**src/usr_pkg.sv**
```systemverilog
package usr_pkg;

  localparam int unsigned CFG_IDX_W  = 3;
  localparam int unsigned CFG_DATA_W = 16;

  localparam int unsigned STEP_W    = 7;
  localparam int unsigned DIST_W    = 10;
  localparam int unsigned THR_W     = 8;
  localparam int unsigned TICKS_W   = 10;
  localparam int unsigned PULSE_W   = 16;
  localparam int unsigned ANGLE_W   = 8;
  localparam int unsigned STAMP_W   = 32;
  localparam int unsigned DIST_OUT_W = 16;
  localparam int unsigned RUN_W     = 8;

  localparam logic [ANGLE_W-1:0]    ANGLE_MAX    = 8'd180;
  localparam logic [DIST_OUT_W-1:0] INVALID_DIST = 16'hFFFF;
  localparam logic [RUN_W-1:0]      RUN_MAX      = 8'hFF;

  localparam logic [STEP_W-1:0]  STEP_RST      = 7'd10;
  localparam logic [DIST_W-1:0]  MAX_DIST_RST  = 10'd400;
  localparam logic [THR_W-1:0]   FAULT_THR_RST = 8'd10;
  localparam logic [TICKS_W-1:0] TICKS_RST     = 10'd58;
  localparam logic [PULSE_W-1:0] PULSE_MIN_RST = 16'd620;
  localparam logic [PULSE_W-1:0] PULSE_MAX_RST = 16'd2420;

  localparam int unsigned MUL_STEPS   = ANGLE_W;
  localparam int unsigned PROD_W      = 24;
  localparam int unsigned SERVO_STEPS = MUL_STEPS + PROD_W;

  typedef enum logic [CFG_IDX_W-1:0] {
    CFG_STEP      = 3'd0,
    CFG_MAX_DIST  = 3'd1,
    CFG_FAULT_THR = 3'd2,
    CFG_TICKS     = 3'd3,
    CFG_PULSE_MIN = 3'd4,
    CFG_PULSE_MAX = 3'd5
  } cfg_idx_e;

  typedef enum logic [1:0] {
    S_IDLE,
    S_RUN,
    S_FINISH
  } state_e;

  typedef struct packed {
    logic               kind;
    logic [STAMP_W-1:0] edge_time;
  } in_item_t;

  typedef struct packed {
    logic [ANGLE_W-1:0]    scan_angle;
    logic [DIST_OUT_W-1:0] distance_cm;
    logic                  sensor_fault;
    logic [PULSE_W-1:0]    servo_pulse_us;
  } out_item_t;

endpackage

```
**src/usr_if.sv**
```systemverilog
interface usr_in_if;
  logic              valid;
  logic              ready;
  usr_pkg::in_item_t data;

  modport source (output valid, output data, input ready);
  modport sink   (input valid, input data, output ready);
endinterface

interface usr_out_if;
  logic               valid;
  logic               ready;
  usr_pkg::out_item_t data;

  modport source (output valid, output data, input ready);
  modport sink   (input valid, input data, output ready);
endinterface

```
**src/ultrasonic_sweep_ranger_unit.sv**
```systemverilog
// Ultrasonic echo ranger with a ping-pong servo sweep. A rising capture edge is
// accepted and gives no transaction on the output. A falling edge or an echo
// timeout completes a ping; its result is worked out under one shared step
// counter that drives a bit-serial restoring divider for the distance (TIME_BITS
// steps) alongside a bit-serial multiply (8 steps) and divide by 180 (24 steps)
// for the servo pulse. A new item is taken once the result has moved into the
// output register, so a held result stalls the input only while a second ping
// has also finished.
module ultrasonic_sweep_ranger_unit #(
  parameter int unsigned TIME_BITS = 32
) (
  input  logic                           clk_i,
  input  logic                           rst_ni,
  input  logic                           cfg_we_i,
  input  logic [usr_pkg::CFG_IDX_W-1:0]  cfg_idx_i,
  input  logic [usr_pkg::CFG_DATA_W-1:0] cfg_wdata_i,
  usr_in_if.sink                         in_i,
  usr_out_if.source                      out_o
);
  import usr_pkg::*;

  localparam int unsigned STAMP_USE  = (TIME_BITS < STAMP_W) ? TIME_BITS : STAMP_W;
  localparam int unsigned RUN_CYCLES = (TIME_BITS > SERVO_STEPS) ? TIME_BITS : SERVO_STEPS;
  localparam int unsigned CNT_W      = $clog2(RUN_CYCLES + 1);
  localparam logic [CNT_W-1:0] CNT_LAST = CNT_W'(RUN_CYCLES - 1);
  localparam logic [CNT_W-1:0] DIV_END  = CNT_W'(TIME_BITS);
  localparam logic [CNT_W-1:0] MUL_END  = CNT_W'(MUL_STEPS);
  localparam logic [CNT_W-1:0] SDIV_END = CNT_W'(SERVO_STEPS);

  logic [STEP_W-1:0]  step_q;
  logic [DIST_W-1:0]  max_dist_q;
  logic [THR_W-1:0]   fault_thr_q;
  logic [TICKS_W-1:0] ticks_q;
  logic [PULSE_W-1:0] pulse_min_q;
  logic [PULSE_W-1:0] pulse_max_q;

  state_e state_q, state_d;

  logic                 awaiting_q;
  logic [TIME_BITS-1:0] rise_q;
  logic [ANGLE_W-1:0]   angle_q, angle_d;
  logic                 down_q, down_d;
  logic [RUN_W-1:0]     run_q, run_d;
  logic                 fault_q, fault_d;

  logic [CNT_W-1:0]     cnt_q;
  logic                 timeout_q;
  logic [TIME_BITS-1:0] dq_q, dq_d;
  logic [TICKS_W-1:0]   rem_q, rem_d;
  logic [PROD_W-1:0]    acc_q, acc_d;
  logic [ANGLE_W-1:0]   srem_q, srem_d;
  logic [ANGLE_W-1:0]   ang_sh_q;
  logic [PULSE_W-1:0]   span_q;
  logic [ANGLE_W-1:0]   taken_q;

  logic      out_valid_q;
  out_item_t out_data_q, out_data_d;

  logic in_ready;
  logic run_en;
  logic load_out;
  logic in_fire;
  logic start;

  logic [TIME_BITS-1:0] stamp;
  logic [TIME_BITS-1:0] width;

  logic signed [ANGLE_W+1:0] nx;

  logic [TICKS_W:0] dtrial;
  logic             dge;
  logic [TICKS_W:0] ddiff;
  logic [ANGLE_W:0] strial;
  logic             sge;
  logic [ANGLE_W:0] sdiff;

  logic                  over;
  logic                  invalid;
  logic [RUN_W-1:0]      run_inc;

  assign in_fire = in_i.valid && in_ready;
  assign start   = in_fire && (in_i.data.kind || awaiting_q);
  assign stamp   = TIME_BITS'(in_i.data.edge_time[STAMP_USE-1:0]);
  assign width   = stamp - rise_q;

  assign in_i.ready   = in_ready;
  assign out_o.valid  = out_valid_q;
  assign out_o.data   = out_data_q;

  always_comb begin
    state_d = state_q;
    unique case (state_q)
      S_IDLE: begin
        if (start) begin
          state_d = S_RUN;
        end
      end
      S_RUN: begin
        if (cnt_q == CNT_LAST) begin
          state_d = S_FINISH;
        end
      end
      S_FINISH: begin
        if (load_out) begin
          state_d = S_IDLE;
        end
      end
      default: state_d = S_IDLE;
    endcase
  end

  always_comb begin
    in_ready = 1'b0;
    run_en   = 1'b0;
    load_out = 1'b0;
    unique case (state_q)
      S_IDLE:   in_ready = 1'b1;
      S_RUN:    run_en   = 1'b1;
      S_FINISH: load_out = !out_valid_q || out_o.ready;
      default: begin
      end
    endcase
  end

  always_comb begin
    nx = down_q ? ($signed({2'b00, angle_q}) - $signed({3'b000, step_q}))
                : ($signed({2'b00, angle_q}) + $signed({3'b000, step_q}));
    angle_d = angle_q;
    down_d  = down_q;
    if (nx >= $signed({2'b00, ANGLE_MAX})) begin
      angle_d = ANGLE_MAX;
      down_d  = 1'b1;
    end else if (nx <= 0) begin
      angle_d = '0;
      down_d  = 1'b0;
    end else begin
      angle_d = nx[ANGLE_W-1:0];
    end
  end

  always_comb begin
    dtrial = {rem_q, dq_q[TIME_BITS-1]};
    ddiff  = dtrial - {1'b0, ticks_q};
    dge    = dtrial >= {1'b0, ticks_q};
    rem_d  = dge ? ddiff[TICKS_W-1:0] : dtrial[TICKS_W-1:0];
    dq_d   = {dq_q[TIME_BITS-2:0], dge};
  end

  always_comb begin
    strial = {srem_q, acc_q[PROD_W-1]};
    sdiff  = strial - {1'b0, ANGLE_MAX};
    sge    = strial >= {1'b0, ANGLE_MAX};
    srem_d = srem_q;
    acc_d  = acc_q;
    if (cnt_q < MUL_END) begin
      acc_d = {acc_q[PROD_W-2:0], 1'b0} + (ang_sh_q[ANGLE_W-1] ? PROD_W'(span_q) : '0);
    end else if (cnt_q < SDIV_END) begin
      srem_d = sge ? sdiff[ANGLE_W-1:0] : strial[ANGLE_W-1:0];
      acc_d  = {acc_q[PROD_W-2:0], sge};
    end
  end

  always_comb begin
    over    = (|dq_q[TIME_BITS-1:DIST_W]) || (dq_q[DIST_W-1:0] > max_dist_q);
    invalid = timeout_q || over;
    run_inc = (run_q == RUN_MAX) ? RUN_MAX : run_q + 1'b1;
    run_d   = invalid ? run_inc : '0;
    fault_d = invalid ? (fault_q || (run_inc >= fault_thr_q)) : 1'b0;
    out_data_d.scan_angle     = taken_q;
    out_data_d.distance_cm    = invalid ? INVALID_DIST : dq_q[DIST_OUT_W-1:0];
    out_data_d.sensor_fault   = fault_d;
    out_data_d.servo_pulse_us = pulse_min_q + acc_q[PULSE_W-1:0];
  end

  always_ff @(posedge clk_i or negedge rst_ni) begin
    if (!rst_ni) begin
      step_q      <= STEP_RST;
      max_dist_q  <= MAX_DIST_RST;
      fault_thr_q <= FAULT_THR_RST;
      ticks_q     <= TICKS_RST;
      pulse_min_q <= PULSE_MIN_RST;
      pulse_max_q <= PULSE_MAX_RST;
    end else if (cfg_we_i) begin
      unique case (cfg_idx_i)
        CFG_STEP:      step_q      <= cfg_wdata_i[STEP_W-1:0];
        CFG_MAX_DIST:  max_dist_q  <= cfg_wdata_i[DIST_W-1:0];
        CFG_FAULT_THR: fault_thr_q <= cfg_wdata_i[THR_W-1:0];
        CFG_TICKS:     ticks_q     <= cfg_wdata_i[TICKS_W-1:0];
        CFG_PULSE_MIN: pulse_min_q <= cfg_wdata_i[PULSE_W-1:0];
        CFG_PULSE_MAX: pulse_max_q <= cfg_wdata_i[PULSE_W-1:0];
        default: begin
        end
      endcase
    end
  end

  always_ff @(posedge clk_i or negedge rst_ni) begin
    if (!rst_ni) begin
      state_q     <= S_IDLE;
      awaiting_q  <= 1'b0;
      rise_q      <= '0;
      angle_q     <= '0;
      down_q      <= 1'b0;
      run_q       <= '0;
      fault_q     <= 1'b0;
      cnt_q       <= '0;
      out_valid_q <= 1'b0;
    end else begin
      state_q <= state_d;
      if (in_fire) begin
        if (start) begin
          awaiting_q <= 1'b0;
          angle_q    <= angle_d;
          down_q     <= down_d;
        end else begin
          awaiting_q <= 1'b1;
          rise_q     <= stamp;
        end
      end
      if (start) begin
        cnt_q <= '0;
      end else if (run_en) begin
        cnt_q <= cnt_q + 1'b1;
      end
      if (load_out) begin
        run_q       <= run_d;
        fault_q     <= fault_d;
        out_valid_q <= 1'b1;
      end else if (out_o.ready) begin
        out_valid_q <= 1'b0;
      end
    end
  end

  always_ff @(posedge clk_i) begin
    if (start) begin
      timeout_q <= in_i.data.kind;
      taken_q   <= angle_q;
      dq_q      <= width;
      rem_q     <= '0;
      acc_q     <= '0;
      srem_q    <= '0;
      ang_sh_q  <= angle_d;
      span_q    <= (pulse_max_q > pulse_min_q) ? (pulse_max_q - pulse_min_q) : '0;
    end else if (run_en) begin
      if (cnt_q < DIV_END) begin
        dq_q  <= dq_d;
        rem_q <= rem_d;
      end
      acc_q  <= acc_d;
      srem_q <= srem_d;
      if (cnt_q < MUL_END) begin
        ang_sh_q <= {ang_sh_q[ANGLE_W-2:0], 1'b0};
      end
    end
    if (load_out) begin
      out_data_q <= out_data_d;
    end
  end

`ifndef ASSERT_OFF
  a_start_runs: assert property (@(posedge clk_i) disable iff (!rst_ni)
    start |=> state_q == S_RUN)
    else $error("completed ping did not start the step sequence");

  a_out_after_finish: assert property (@(posedge clk_i) disable iff (!rst_ni)
    $rose(out_valid_q) |-> $past(state_q == S_FINISH))
    else $error("output transaction appeared without a finished ping");

  a_angle_range: assert property (@(posedge clk_i) disable iff (!rst_ni)
    angle_q <= ANGLE_MAX)
    else $error("scan angle left its range");

  a_fault_has_run: assert property (@(posedge clk_i) disable iff (!rst_ni)
    fault_q |-> run_q != '0)
    else $error("sensor fault raised without invalid pings");
`endif

endmodule
```
**src/flat_wrapper.sv**
```systemverilog
// flat-port wrapper written by rule: the top's interface ports become plain ports
module ultrasonic_sweep_ranger_unit_flat import usr_pkg::*;
#(
  parameter int unsigned TIME_BITS = 32
)
  (clk_i, rst_ni, cfg_we_i, cfg_idx_i, cfg_wdata_i, in_i_valid, in_i_data, in_i_ready, out_o_valid, out_o_data, out_o_ready);
  usr_in_if in_i_i ();
  usr_out_if out_o_i ();
  input  logic clk_i;
  input  logic rst_ni;
  input  logic cfg_we_i;
  input  logic [usr_pkg::CFG_IDX_W-1:0] cfg_idx_i;
  input  logic [usr_pkg::CFG_DATA_W-1:0] cfg_wdata_i;
  input wire logic [$bits(in_i_i.valid)-1:0] in_i_valid;
  input wire logic [$bits(in_i_i.data)-1:0] in_i_data;
  output wire logic [$bits(in_i_i.ready)-1:0] in_i_ready;
  output wire logic [$bits(out_o_i.valid)-1:0] out_o_valid;
  output wire logic [$bits(out_o_i.data)-1:0] out_o_data;
  input wire logic [$bits(out_o_i.ready)-1:0] out_o_ready;
  assign in_i_i.valid = in_i_valid;
  assign in_i_i.data = in_i_data;
  assign in_i_ready = in_i_i.ready;
  assign out_o_valid = out_o_i.valid;
  assign out_o_data = out_o_i.data;
  assign out_o_i.ready = out_o_ready;
  ultrasonic_sweep_ranger_unit #(.TIME_BITS(TIME_BITS)) u_core (.clk_i(clk_i), .rst_ni(rst_ni), .cfg_we_i(cfg_we_i), .cfg_idx_i(cfg_idx_i), .cfg_wdata_i(cfg_wdata_i), .in_i(in_i_i), .out_o(out_o_i));
endmodule
```
**config.mk**
```make
export PLATFORM = sky130hd
export DESIGN_NAME = ultrasonic_sweep_ranger_unit_flat
export DESIGN_NICKNAME = d
export VERILOG_FILES = /design/src/usr_pkg.sv /design/src/usr_if.sv /design/src/ultrasonic_sweep_ranger_unit.sv /design/src/flat_wrapper.sv
export SDC_FILE = /design/constraint.sdc
export NUM_CORES = 1
export LEC_CHECK = 0
export BUFFER_PORTS_ARGS = -buffer_cell sky130_fd_sc_hd__buf_2
export CAP_MARGIN = 15
export CELL_PAD_IN_SITES_DETAIL_PLACEMENT = 0
export CELL_PAD_IN_SITES_GLOBAL_PLACEMENT = 1
export CORE_AREA = 10 10 290 222
export CTS_CLUSTER_SIZE = 12
export DETAILED_ROUTE_END_ITERATION = 12
export DIE_AREA = 0 0 300 232
export PLACE_DENSITY_LB_ADDON = 0.1
export SYNTH_ARGS = -nofsm -noshare
export SYNTH_HDL_FRONTEND = slang
export SYNTH_SLANG_ARGS = --single-unit
```
**constraint.sdc**
```tcl
create_clock -name clk_i -period 5.5 [get_ports clk_i]
set_input_delay 0.275 -clock clk_i [delete_from_list [all_inputs] [get_ports clk_i]]
set_output_delay 0.275 -clock clk_i [all_outputs]
set_load 0.005 [all_outputs]
```
After elaboration in Yosys (flattened, before gate mapping)
Index checks and enable logic that the tools add are counted.
- memory bits (writable): 0
- memories: 0
- ROM bits: 0
- latch bits: 0
- output and inout bits: 43
- logic and storage cells: 123
- input port bits: 57
- register bits after elaboration: 275
- reduce and logical (&&, ||, !) cells: 32
- multiplexer cells: 31
- shift operators: 0
- add/subtract/negate cells: 10
- bitwise gates (word level): 2
- $lt $le $gt $ge: 9
- eq/ne operators: 12
- div/mod/pow operators: 0
- $mul: 0
- operator list (operator ; number):
    32-bit two-way mux ; 3
    8-bit two-way mux ; 8
    24-bit two-way mux ; 2
    32-bit subtractor ; 1
    24-bit adder ; 1
    2-bit AND reduction ; 12
    22-bit OR reduction ; 1
    10-bit two-way mux ; 2
    16-bit adder ; 1
    16-bit > comparator ; 1
    16-bit two-way mux ; 1
    16-bit subtractor ; 1
    6-bit two-way mux ; 2
    2-bit nonzero test ; 6
    11-bit by 10-bit >= comparator with 1-bit output ; 1
    10-bit by 9-bit >= comparator with 1-bit output, second input constant ; 1
    10-bit > comparator ; 1
    10-bit by 1-bit less-or-equal comparator with 1-bit output, second input constant ; 1
    10-bit subtractor ; 1
    8-bit by 7-bit adder with 9-bit output ; 1
    9-bit by 8-bit >= comparator with 1-bit output, second input constant ; 1
    1-bit two-way mux ; 9
    3-bit AND reduction ; 3
    8-bit by 7-bit subtractor with 9-bit output ; 1
    other kinds (22) ; 34

Logic depth before layout (Yosys ltp)
Gate-level depths: netlist of the first run.
- depth after elaboration: 6
- gate-level depth with buffers: 14
- gate-level depth less buffers: 14

Least setup slack after synthesis of the first run
No wires, ideal clock.
- path kind: reg2reg
- from: register u_core.run_q[0]
- to: register u_core.out_data_q, in the netlist u_core.out_o.data[16] (data pin)
- cell stages (with the launch flop): 15
- path buffers: 0
- arrival time: 2.821 ns
- required time: 5.238 ns
- path slack: 2.417 ns
- setup time: 0.262 ns
- period minus slack after synthesis: 3.083 ns
- cells stage by stage: dfrtp_1 ha_1 and3_1 nand3_1 and2_1 ha_1 nand2b_1 a21o_1 a21o_1 a21o_1 a21o_1 a21o_1 a21o_1 a211oi_1 nor2_1
- longest elaborated chain between the ends: 5
- elaborated cells on any way between the ends: 6
- classes of those cells: 1 x add/sub; 1 x order compare; 1 x eq/ne; 2 x mux; 1 x reduce/logical
- RTL lines (element ; line ; text):
    from (decl) ; ultrasonic_sweep_ranger_unit.sv:43 ; logic [RUN_W-1:0] run_q, run_d;
    from (signal assigned) ; ultrasonic_sweep_ranger_unit.sv:226 ; run_q <= run_d;
    8-bit by 1-bit adder with 8-bit output or 8-bit equality test (tied branches) ; ultrasonic_sweep_ranger_unit.sv:166 ; run_inc = (run_q == RUN_MAX) ? RUN_MAX : run_q + 1'b1;
    8-bit two-way mux * ; ultrasonic_sweep_ranger_unit.sv:166 ;
    8-bit >= comparator * ; ultrasonic_sweep_ranger_unit.sv:168 ; fault_d = invalid ? (fault_q || (run_inc >= fault_thr_q)) : 1'b0;
    1-bit logical OR * ; ultrasonic_sweep_ranger_unit.sv:168 ;
    1-bit two-way mux * ; ultrasonic_sweep_ranger_unit.sv:168 ;
    via u_core.fault_d ; ultrasonic_sweep_ranger_unit.sv:44 ; logic fault_q, fault_d;
    to (signal assigned) ; ultrasonic_sweep_ranger_unit.sv:257 ; out_data_q <= out_data_d;
    to (decl) ; ultrasonic_sweep_ranger_unit.sv:57 ; out_item_t out_data_q, out_data_d;
The timed path passes the listed nets; every way through them passes the cells marked *.
A chain may end at the register's enable or synchronous reset.

Worst setup path in the final report of the first run
- from: register u_core.ang_sh_q[7]
- to: register u_core.acc_q[21]
- longest elaborated chain between the ends: 3
- RTL lines (element ; line ; text):
    from (decl) ; ultrasonic_sweep_ranger_unit.sv:52 ; logic [ANGLE_W-1:0] ang_sh_q;
    from (signal assigned) ; ultrasonic_sweep_ranger_unit.sv:243 ; ang_sh_q <= angle_d;
    from (signal assigned) ; ultrasonic_sweep_ranger_unit.sv:253 ; ang_sh_q <= {ang_sh_q[ANGLE_W-2:0], 1'b0};
    16-bit two-way mux ; ultrasonic_sweep_ranger_unit.sv:156 ; acc_d = {acc_q[PROD_W-2:0], 1'b0} + (ang_sh_q[ANGLE_W-1] ? PROD_W'(span_q) : '0);
    24-bit adder ; ultrasonic_sweep_ranger_unit.sv:156 ;
    24-bit two-way mux ; ultrasonic_sweep_ranger_unit.sv:155 ; if (cnt_q < MUL_END) begin
    to (signal assigned) ; ultrasonic_sweep_ranger_unit.sv:241 ; acc_q <= '0;
    to (signal assigned) ; ultrasonic_sweep_ranger_unit.sv:250 ; acc_q <= acc_d;
    to (decl) ; ultrasonic_sweep_ranger_unit.sv:50 ; logic [PROD_W-1:0] acc_q, acc_d;
No other way between the ends.

==> results of run 1 <==
-- metal layers --
| metal | GRT usage (%) | vias up |
|---|---|---|
| li1 | - | 6232 |
| met1 | 20.9 | 5903 |
| met2 | 18.0 | 172 |
| met3 | 2.68 | 49 |
| met4 | 3.45 | 2 |
| met5 | 0 | - |
-- cells in the mapped netlist (all sizes together) (21+ instances only) --
cell,count
ha,124
nor2b,24
a21oi,82
and2,21
nor2,97
o21ai,165
dfxtp,42
nand3,44
xnor2,45
mux2,61
nor3,40
nand2,192
a21o,35
inv,129
clkbuf,44
dfrtp,105
edfxtp,106
xor2,32
dfstp,22
-- worst min-delay path, cell delays in order --
cell and delay (ns):
buf_2 0.15, nand2_1 0.07, o21ai_0 0.07
-- sequential cells by signal, summed over array words and instances, names as in the netlist, 10 cells and up --
name and flops:
u_core.acc_q 24, u_core.dq_q 32, u_core.max_dist_q 10, u_core.out_o.data 41, u_core.pulse_max_q 16, u_core.pulse_min_q 16
u_core.rem_q 10, u_core.rise_q 32, u_core.span_q 16, u_core.ticks_q 10
-- how the worst max path moves through the flow --
stage,cells after the start,to,slack (ns)
6_report,12,u_core.acc_q[21],2.12
5_1_grt,12,u_core.acc_q[21],1.82
4_1_cts,12,u_core.acc_q[21],2.09
3_5_place_dp,12,u_core.acc_q[21],2.13
3_3_place_gp,12,u_core.acc_q[23],2.16
2_1_floorplan,14,u_core.out_o.data[16],2.42
-- through the flow --
| stage | instances | power, mW | instance area, sq um |
|---|---|---|---|
| CTS | 2622 | 10.4 | 19100 |
| detailed placement | 2522 | 7.95 | 17600 |
| finish | 2624 | 10.2 | 19200 |
| floorplan | 1672 | 6.70 | 16300 |
| global route | 2622 | 11.1 | 19100 |
| global placement | 2522 | 7.98 | 17600 |
-- cells in the final DEF (no fill, tap or decap), drive strengths merged, types with 45 or more instances in the layout --
master | netlist | final
mux2 | 61 | 61
clkbuf | 44 | 49
a21oi | 82 | 82
inv | 129 | 129
nor2 | 97 | 97
ha | 124 | 124
buf | 7 | 111
dfrtp | 105 | 105
nand2 | 192 | 192
edfxtp | 106 | 106
xnor2 | 45 | 45
o21ai | 165 | 165
-- cells by family after synthesis --
group	count (synthesis)
simple gates	525
compound gates	415
flops	275
buf+inv	180
fa+ha+maj	131
xor+xnor	77
mux	69
-- cell type report --
class	instances	share of cell area, %
clock buffer	49	5.28
antenna	2	0.0261
inverter	129	2.53
timing repair buffer	148	5.02
tap	790	5.16
sequential	275	37.7
multi-input combinational	1217	43.6
clock inverter	14	0.640
-- power groups by stage --
stage | combinational [mW] | clock, mW | sequential (mW)
2_1_floorplan | 3.50 | 0 | 3.19
6_report | 4.52 | 2.33 | 3.39
4_1_cts | 4.57 | 2.43 | 3.40
3_3_place_gp | 4.55 | 0 | 3.43
5_1_grt | 5.17 | 2.50 | 3.47
3_5_place_dp | 4.52 | 0 | 3.43
==> summary.txt, run 1 <==
status: completed
Max-Cap Viols: 0
Gate Count Post-Synth: 1,672
Worst R2R End: u_core.acc_q[21]
synth top area cells: edfxtp_1 20%, dfrtp_1 16%, ha_1 9.5%
Post-Place Setup Slack: 2.13 ns
CTS tree: done
# clock sinks: 275
#FFs+latches synth: 275
R2R depth: 12
pin count of the biggest net entering global routing: 85
die width: 300 um
R2R Path Start: u_core.ang_sh_q[7]
post-DP HPWL: 34,500 um
Post-synth EDFFs: 106
Gates resized, CTS repair: 0
Internal Pwr Total: 6.14 mW
initial antenna violation count: 2
Initial Util: 27.8%
min cycle time layout: 3.38 ns
mux contribution to synthesized area: 4.71%
final wirelength: 46,400 um
root buf cell: clkbuf_16
DRC viols: 0
cts hold-fix bufs: 37
sequential area share after synthesis: 44.4%
Top Layer Used: met5
Worst Path Required: 5.91 ns
Post-DRT Antenna Nets: 0
Post-Synth Adder-Cell Area: 10.4%
Clk pwr share: 22.7%
clk buf depth: 3
Max transition margin: 25.7%
CP bufs+invs: 0
Sequential Power Share: 33.1%
met3 WL: 1860 um
slowest cell on the critical path: edfxtp_1
grt total ovfl: 0
Synth warnings: 0
Worst Tran Pin Value: 1.10 ns
async set-reset flop share out of synthesis: 46.2%
# IOs: 100
vias: 12,400
Synth Area in Compound Gates: 16.4%
first-pass GRT wire length: 73,600 um
R2R Setup Slk: 2.12 ns
Hold Crit Class: input pin to flop
Nets: 1,994
CP startpoint kind: flop
leading area contributor after synthesis: edfxtp_1
Sw Share: 40.0%
Layout Utilization: 32.7%
met2 WL: 17,700 um
Fmax: 295 MHz
Crit Path Category: flop to flop
hold slack: 0.0417 ns
Hold Path Origin: cfg_wdata_i[9]
worst skew pair latency: 0.55 ns
RD Place Congestion: 0.799
CP max FO: 16
CP top delay family: compound AO/OA/AOI/OAI gates
Combinational Power Share: 44.2%
Main synth FF type: edfxtp_1
leak pwr: 8.09 nW
Post-Synthesis Cell Area: 16,300 sq um
Tot GR Track Use: 13.4%
area grow syn2layout: 17.7%
worst hold path cell count: 3
# H-tree levels: 2
worst vdd ir: 192 uV
ratio of cells with drive above 1 in the final layout: 15.7%
slowest stage delay, CP: 0.55 ns
TritonCTS buffer count: 35
Synth top area share: 19.6%
multi-input logic area: 8350 sq um
Wirelength per Cell: 17.7 um
via count normalized by instance count: 4.71
Mapped Avg Cell Area: 9.74 sq um
Hold Path Sink: u_core.pulse_min_q[9]
Final setup violation count: 0
DR iter-0 viols: 593
fin crit share: 61.5%
M1 WL: 25,900 um
die area: 69,600 sq um
xor and xnor area share after synthesis: 4.14%
main combinational cell family by area after synthesis: compound AO/OA/AOI/OAI gates
Final Hold Vio Count: 0
Setup Buffers After CTS: 0
Synth Net Count: 1,860
DR pass1 iterations: 7
# fillers: 6,188
crit path from: u_core.ang_sh_q[7]
RSZ-0062 raised after global routing: no
Reg area: 7230 sq um
cell mode on critical path: o21ai_1
Slew Viols, Final: 0
via count of the first global-routing pass: 12,200
Clock Skew: 0.0236 ns
WP data arrival: 3.80 ns
final setup TNS: 0 ns
Pwr Density: 535 nW/um^2
Core Region: 58,600 sq um
site row count: 77
buffers added on ports: 99
synth unique cells: 83
Setup crit end kind: flop
worst path cell trace: and2_1 -> ha_1 -> fa_1 -> a21o_1 -> a21oi_1 -> o21bai_1 -> a2111o_1 -> a311oi_2 -> o21ai_1 -> nand4_1 -> xor2_1 -> o21ai_1
Simple-Gate Fraction of Synth Area: 15.5%
P_sw: 4.10 mW
DIE HEIGHT: 232 um
Clock transition at path regs: 0.06 ns
Setup WS post-layout: 2.12 ns
Note: power is estimated with default switching activity, not from simulation.
==> run 2: changes to the inputs <==
- clock period: 5.5 -> 3.5 ns (I/O delays scaled with it)
==> summary.txt, run 2 (synthesis results as in run 1) <==
status: completed
root buf cell: clkbuf_16
initial antenna violation count: 2
Sequential Power Share: 32.5%
via count of the first global-routing pass: 12,500
grt total ovfl: 0
CP startpoint kind: flop
Worst Tran Pin Value: 0.884 ns
crit path from: u_core.run_q[0]
Max transition margin: 41.1%
R2R Path Start: u_core.run_q[0]
pin count of the biggest net entering global routing: 73
Hold Crit Class: input pin to flop
ratio of cells with drive above 1 in the final layout: 16.6%
Clock Skew: 0.0172 ns
WP data arrival: 3.50 ns
Fmax: 312 MHz
P_sw: 6.42 mW
DR iter-0 viols: 681
commonest non-fill, non-tap cell in the layout: nand2_1
CTS tree: done
first-pass GRT wire length: 74,300 um
Slew Viols, Final: 0
Sw Share: 39.6%
Core Region: 58,600 sq um
Nets: 2,026
Final setup violation count: 0
# IOs: 100
Initial Util: 27.8%
vias: 12,500
die width: 300 um
Wirelength per Cell: 17.6 um
fin crit share: 91.7%
worst vdd ir: 304 uV
# clock sinks: 275
Clock transition at path regs: 0.06 ns
buffers added on ports: 99
Max-Cap Viols: 0
leak pwr: 8.24 nW
Setup Buffers After CTS: 0
area grow syn2layout: 19.5%
die area: 69,600 sq um
clk buf depth: 3
Clk pwr share: 22.7%
most frequent cells in the layout: 191 x nand2_1, 144 x o21ai_0, 127 x inv_1, 124 x ha_1, 106 x edfxtp_1
Crit Path Category: flop to flop
min cycle time layout: 3.21 ns
Hold Path Origin: cfg_wdata_i[6]
dpl cell area: 17,800 sq um
Tot GR Track Use: 13.5%
# diodes: 0
via count normalized by instance count: 4.70
Internal Pwr Total: 9.79 mW
RSZ-0062 raised after global routing: no
CP max FO: 6
Combinational Power Share: 44.7%
Largest register FFs: 41
final instance area: 19,500 sq um
final setup TNS: 0 ns
DRC viols: 0
RD Place Congestion: 0.789
Post-DRT Antenna Nets: 0
Pwr Density: 833 nW/um^2
final wirelength: 46,800 um
Setup crit end kind: flop
worst skew pair latency: 0.54 ns
TritonCTS buffer count: 35
post-DP HPWL: 34,600 um
# H-tree levels: 2
site row count: 77
DR pass1 iterations: 5
Worst Path Required: 3.79 ns
Final Hold Vio Count: 0
DIE HEIGHT: 232 um
## run 2: changes by cell type in the layout (fill, tap and decap cells not counted), sizes merged, moves of 2 or more
cell	change
buf	+20
bufinv	+2
clkbuf	-5
diode	-2
dlygate4sd3	+12
## run 2: layer usage
layer / GRT usage [%] / up-vias / part of all wire (%)
li1: - / 6305 / -
met1: 21.3 / 5953 / 56
met2: 18.1 / 154 / 38
met3: 2.26 / 50 / 3.8
met4: 3.54 / 0 / 1.7
met5: 0 / - / 0
## run 2: timing repair
item | in CTS | in global routing
resized for setup | 0 | 2
hold buffers | 49 | 0
setup endpoints to repair | 0 | 9
hold endpoints to repair | 116 | 0
## run 2: area by class of cell
class | count | area, sq um
fill | 6095 | 39100
clock inverter | 18 | 195
timing repair buffer | 180 | 1240
inverter | 129 | 484
clock buffer | 44 | 950
sequential | 275 | 7230
multi-input combinational | 1217 | 8360
tap | 790 | 988
## run 2: path summary, 6_finish.rpt
check | cells past startpoint | to | slack (ns)
max reg2reg | 14 | u_core.out_o.data[16] | 0.29
max in group asynchronous | 3 | u_core.rise_q[30] | 2.37
min in group asynchronous | 2 | u_core.rise_q[10] | 0.22
min | 3 | u_core.pulse_min_q[6] | 0.03
min reg2reg | 0 | u_core.out_o.data[40] | 0.42
max | 14 | u_core.out_o.data[16] | 0.29
## run 2: power groups by stage
stage	logic [mW]	clock network (mW)	registers, mW
after global placement	7.25	0	5.33
final	7.25	3.69	5.27
after CTS	7.31	3.84	5.28
after floorplan	5.51	0	5.02
after detailed placement	7.23	0	5.33
after global routing	8.31	3.97	5.40
## run 2: per-stage QoR
| step | utilization, % | power, mW | hold WS, ns | setup slack, ns | std cells |
|---|---|---|---|---|---|
| after global routing | 33.2 | 17.7 | 0.0349 | 0.00800 | 2653 |
| after CTS | 33.2 | 16.4 | 0.0130 | 0.252 | 2653 |
| after global placement | 30.4 | 12.6 | 0.262 | 0.330 | 2542 |
| final | 33.2 | 16.2 | 0.0285 | 0.291 | 2653 |
| after floorplan | - | 10.5 | -0.121 | 0.417 | 1672 |
| after detailed placement | 30.4 | 12.6 | 0.267 | 0.283 | 2542 |
## run 2: worst max-delay path, stage by stage (launching register included)
cell	delay, ns
dfrtp_1	0.41
ha_1	0.25
and3_1	0.22
nand3_1	0.10
and2_1	0.19
ha_1	0.26
nand2b_1	0.14
a21o_1	0.17
a21o_1	0.16
a21o_1	0.17
a21o_1	0.16
a21o_1	0.17
a21o_1	0.17
a211oi_1	0.30
nor2_1	0.07
